--- src/design/vlt_pkg.sv ---
package vlt_pkg;

    // configuration register indexes
    typedef enum logic [2:0] {
        REG_LIGHTING_EN,
        REG_AMBIENT,
        REG_SUN_COLOR,
        REG_SUN_DIR,
        REG_POINT_X,
        REG_POINT_Y,
        REG_POINT_Z,
        REG_INTENSITY
    } cfg_idx_t;

    // square root unit: one root bit per stage
    localparam int SQ_IN_W   = 60;
    localparam int SQ_ROOT_W = SQ_IN_W / 2;

    // divider unit: one quotient bit per stage
    localparam int DV_N_W = 48;
    localparam int DV_D_W = 30;
    localparam int DV_Q_W = 20;
    localparam int DV_C_W = DV_D_W + DV_Q_W;

    // stage registers from the accept edge to the result strobe
    localparam int PIPE_DEPTH = 83;

    localparam logic [14:0]        ATT_K    = 15'd24904;
    localparam logic [15:0]        LAMP_W_R = 16'd62016;
    localparam logic [15:0]        LAMP_W_G = 16'd53530;
    localparam logic [15:0]        LAMP_W_B = 16'd35904;
    localparam logic signed [15:0] Q_ONE14  = 16'sd16384;

    typedef struct packed {
        logic [7:0]  cr;
        logic [7:0]  cg;
        logic [7:0]  cb;
        logic [7:0]  ca;
        logic [15:0] nx;
        logic [15:0] ny;
        logic [15:0] nz;
        logic        nzero;
        logic [24:0] dx;
        logic [24:0] dy;
        logic [24:0] dz;
        logic        dzero;
    } geo_t;

    typedef struct packed {
        geo_t        g;
        logic [28:0] dist16;
    } geo_dist_t;

    typedef struct packed {
        logic [31:0] rgba;
        logic [15:0] ux;
        logic [15:0] uy;
        logic [15:0] uz;
        logic [24:0] dx;
        logic [24:0] dy;
        logic [24:0] dz;
        logic        dzero;
        logic [28:0] dist16;
        logic [19:0] att;
    } shd_t;

    typedef struct packed {
        logic [31:0] rgba;
        logic [19:0] att;
        logic        lamp_ok;
        logic [17:0] wrap16;
        logic [26:0] er;
        logic [26:0] eg;
        logic [26:0] eb;
    } tint_t;

endpackage

--- src/design/vlt_div.sv ---
module vlt_div
    import vlt_pkg::*;
(
    input  logic              clk,
    input  logic [DV_N_W-1:0] dividend,
    input  logic [DV_D_W-1:0] divisor,
    output logic [DV_Q_W-1:0] quotient
);

    logic [DV_N_W-1:0] rem_reg [DV_Q_W];
    logic [DV_D_W-1:0] div_reg [DV_Q_W];
    logic [DV_Q_W-1:0] q_reg   [DV_Q_W];

    for (genvar j = 0; j < DV_Q_W; j++)
    begin : g_stage
        logic [DV_N_W-1:0] rem_in;
        logic [DV_D_W-1:0] div_in;
        logic [DV_Q_W-1:0] q_in;
        logic [DV_C_W-1:0] shifted;
        logic [DV_C_W-1:0] rem_ext;
        logic [DV_C_W-1:0] diff;
        logic              take;
        logic [DV_N_W-1:0] rem_next;
        logic [DV_Q_W-1:0] q_next;

        if (j == 0)
        begin : g_first
            assign rem_in = dividend;
            assign div_in = divisor;
            assign q_in   = '0;
        end
        else
        begin : g_rest
            assign rem_in = rem_reg[j-1];
            assign div_in = div_reg[j-1];
            assign q_in   = q_reg[j-1];
        end

        // trial subtract of the divisor at quotient bit DV_Q_W-1-j
        assign shifted  = {{DV_Q_W{1'b0}}, div_in} << (DV_Q_W - 1 - j);
        assign rem_ext  = {{(DV_C_W-DV_N_W){1'b0}}, rem_in};
        assign diff     = rem_ext - shifted;
        assign take     = rem_ext >= shifted;
        assign rem_next = take ? diff[DV_N_W-1:0] : rem_in;
        assign q_next   = {q_in[DV_Q_W-2:0], take};

        always_ff @(posedge clk)
        begin
            rem_reg[j] <= rem_next;
            div_reg[j] <= div_in;
            q_reg[j]   <= q_next;
        end
    end

    assign quotient = q_reg[DV_Q_W-1];

endmodule

--- config.mk ---
export PLATFORM = sky130hd
export DESIGN_NAME = vlt_div
export DESIGN_NICKNAME = d
export VERILOG_FILES = /design/src/design/vlt_pkg.sv /design/src/design/vlt_div.sv
export SDC_FILE = /design/constraint.sdc
export NUM_CORES = 2
export LEC_CHECK = 0
export BUFFER_PORTS_ARGS = -buffer_cell sky130_fd_sc_hd__buf_4
export CORE_MARGIN = 5
export CORE_UTILIZATION = 55
export DETAILED_ROUTE_END_ITERATION = 16
export PLACE_DENSITY_LB_ADDON = 0.08
export SYNTH_ARGS = -nofsm -noshare
export SYNTH_HDL_FRONTEND = slang
export SYNTH_SLANG_ARGS = --single-unit
--- constraint.sdc ---
create_clock -name clk -period 4.54 [get_ports clk]
set_input_delay 0.681 -clock clk [delete_from_list [all_inputs] [get_ports clk]]
set_output_delay 0.681 -clock clk [all_outputs]
set_load 0.005 [all_outputs]
==> out/results.ini <==
[status]
outcome = complete, no violations

[yosys]
yosysUniqueCellTypes = 110
ys_seq_area_share_pct = 45.1
synth_edf_count = 0
syn-num-nets = 8874
async_reset_ff_share_pct = 0
netlist_area_um2 = 75100
synth_cells = 8177
syn-mean-instance-area_um2 = 9.19
ys_warn_count = 0
synth-seq-cells = 1692
synth_flop_cell = dfxtp_1

[timing]
period_needed_ns = 4.19
max_freq_mhz = 239
relSlewSlack_pct = 34.4
worst_pin_slew_ns = 0.970
rsz0062_at_grt = false
fin_crit_sh_pct = 92.3
finalSetupTns_ns = 0
report.final.setup_viol = 0
fin_worst_skew_ns = 0.0417
drv_slew = 0
final-hold-violation-count = 0
setup_slack_ns = 0.348

[clock_tree]
cts_max_level = 4
clk_path_buf_depth = 3
post_cts_resized = 0
cts_tree = yes
clkLatencyLatePin_ns = 0.81
clk_pin_slew_worst_paths_ns = 0.06
cts_buffers = 172
clkSinkCount = 1692
root_buffer = clkbuf_16

[detailed_routing]
num_vias = 56400
drtIter0Drc = 3309
ant_nets = 0
drc = 0
first_pass_iters = 6
vias_per_cell = 5.50
wire_per_inst_um = 17.5
drt-total-wl_um = 180000

[pwr]
leakage_uw = 0.0381
power_uw = 63500
cellPowerDensity_nw_per_um2 = 751
ir_worst_vdd_v = 0.000397

[worst_setup_path]
cp.arrival_ns = 4.88
cp_max_fo = 48
end_kind = flop
crit_type = reg -> reg
critPathRequiredTime_ns = 5.23
crit_path_start_kind = flop

[layout]
layout_commonest_cell = dfxtp_1
area_delta_synth_final_pct = 12.5
fin_util_pct = 62.3
final_cells = 10300
layout_common_cells = dfxtp_1, inv_1, nand2_1
drive_gt1_share_pct = 7.20
nNetsFinal = 9038
largest_reg_flops = 912

[floorplanning]
ios = 99
die_w_um = 380
die_height_um = 380
coreArea_um2 = 136000
rows = 135
start_util_pct = 55.4
dieArea_um2 = 144000

[placed_design]
gp_congestion = 0.929
post-place-ws_ns = 0.358
dp_hpwl_um = 142000
numPortBuffers = 98
dp.cells = 9900

[grt]
grt_pass1_vias = 56500
grtUsageTotal_pct = 24.4
antenna_found_initial = 1
grt_pass1_wl_um = 290000
grt_start_max_net_pins = 65
gr-total-overflow = 0

[run]
drv_cap = 0

[hold_path]
min-delay-path-class = in -> reg

[stage by stage]
step	hold WS, ns	area (um2)
after floorplan	0.310	75100
after global placement	0.310	77900
after detailed placement	0.312	77900
after CTS	0.0289	84500
after global routing	0.0414	84500
final	0.0908	84500
[worst max-delay path, cell delays in order (launching register included)]
cell	delay, ns
dfxtp_1	0.31
inv_1	0.06
ha_1	0.16
inv_1	0.06
fa_1	0.41
a21oi_1	0.24
o22ai_1	0.15
o31ai_1	0.37
a21oi_1	0.21
o21ai_0	0.31
inv_1	0.10
a221oi_1	0.54
inv_1	0.16
a21oi_4	0.33
buf_12	0.25
mux2_2	0.37
[routing by layer]
| layer | GRT usage, % | routed length (um) | share of wire [%] |
|---|---|---|---|
| met5 | 0 | 0 | 0 |
| met4 | 10.6 | 7960 | 4.4 |
| met3 | 3.40 | 6240 | 3.5 |
| met2 | 45.2 | 90900 | 51 |
| met1 | 28.1 | 74900 | 42 |
[cells in the mapped netlist (124+ instances only)]
library cell | n | area (um2)
dfxtp_1 | 1692 | 33900
xnor2_1 | 326 | 2860
nor3_1 | 124 | 621
nor2_1 | 413 | 1550
xor2_1 | 302 | 2650
a21o_1 | 343 | 2570
nand2_1 | 697 | 2620
a21oi_1 | 611 | 3060
ha_1 | 599 | 7490
o21ai_0 | 609 | 3050
inv_1 | 764 | 2870
clkbuf_1 | 158 | 593
nand3_1 | 142 | 711
[final timing paths]
check	startpoint	end	slack, ns	cells past startpoint
max reg2reg	rem_reg[16][2]	rem_reg[17][12]	0.35	15
min	divisor[29]	div_reg[0][29]	0.09	1
min reg2reg	q_reg[15][9]	q_reg[16][10]	0.32	0
max	rem_reg[16][2]	rem_reg[17][12]	0.35	15
[what timing repair did]
item,4_1_cts,5_1_grt
hold endpoints to repair,48,0
buffers inserted,0,0
hold buffers,48,0
[report_power, final]
part	switching, uW	internal (uW)	total, uW
registers	2840	19100	22000
logic	15000	11600	26700
clock network	6040	8830	14900
[cell families after synthesis]
group	share of synthesized area, %
mux	1.29
compound gates	17.6
fa+ha+maj	10.5
flops	45.1
simple gates	13.2
buf+inv	4.98
xor+xnor	7.32
[cell type report]
cell class | count | area (um2)
Antenna cell | 5 | 12.5
Clock buffer | 223 | 4730
Clock inverter | 91 | 1430
Fill cell | 11500 | 51100
Inverter | 768 | 2880
Multi-Input combinational cell | 5509 | 37600
Sequential cell | 1692 | 33900
Tap cell | 1781 | 2230
Timing Repair Buffer | 198 | 1740
Note: power is estimated with default switching activity, not from simulation.
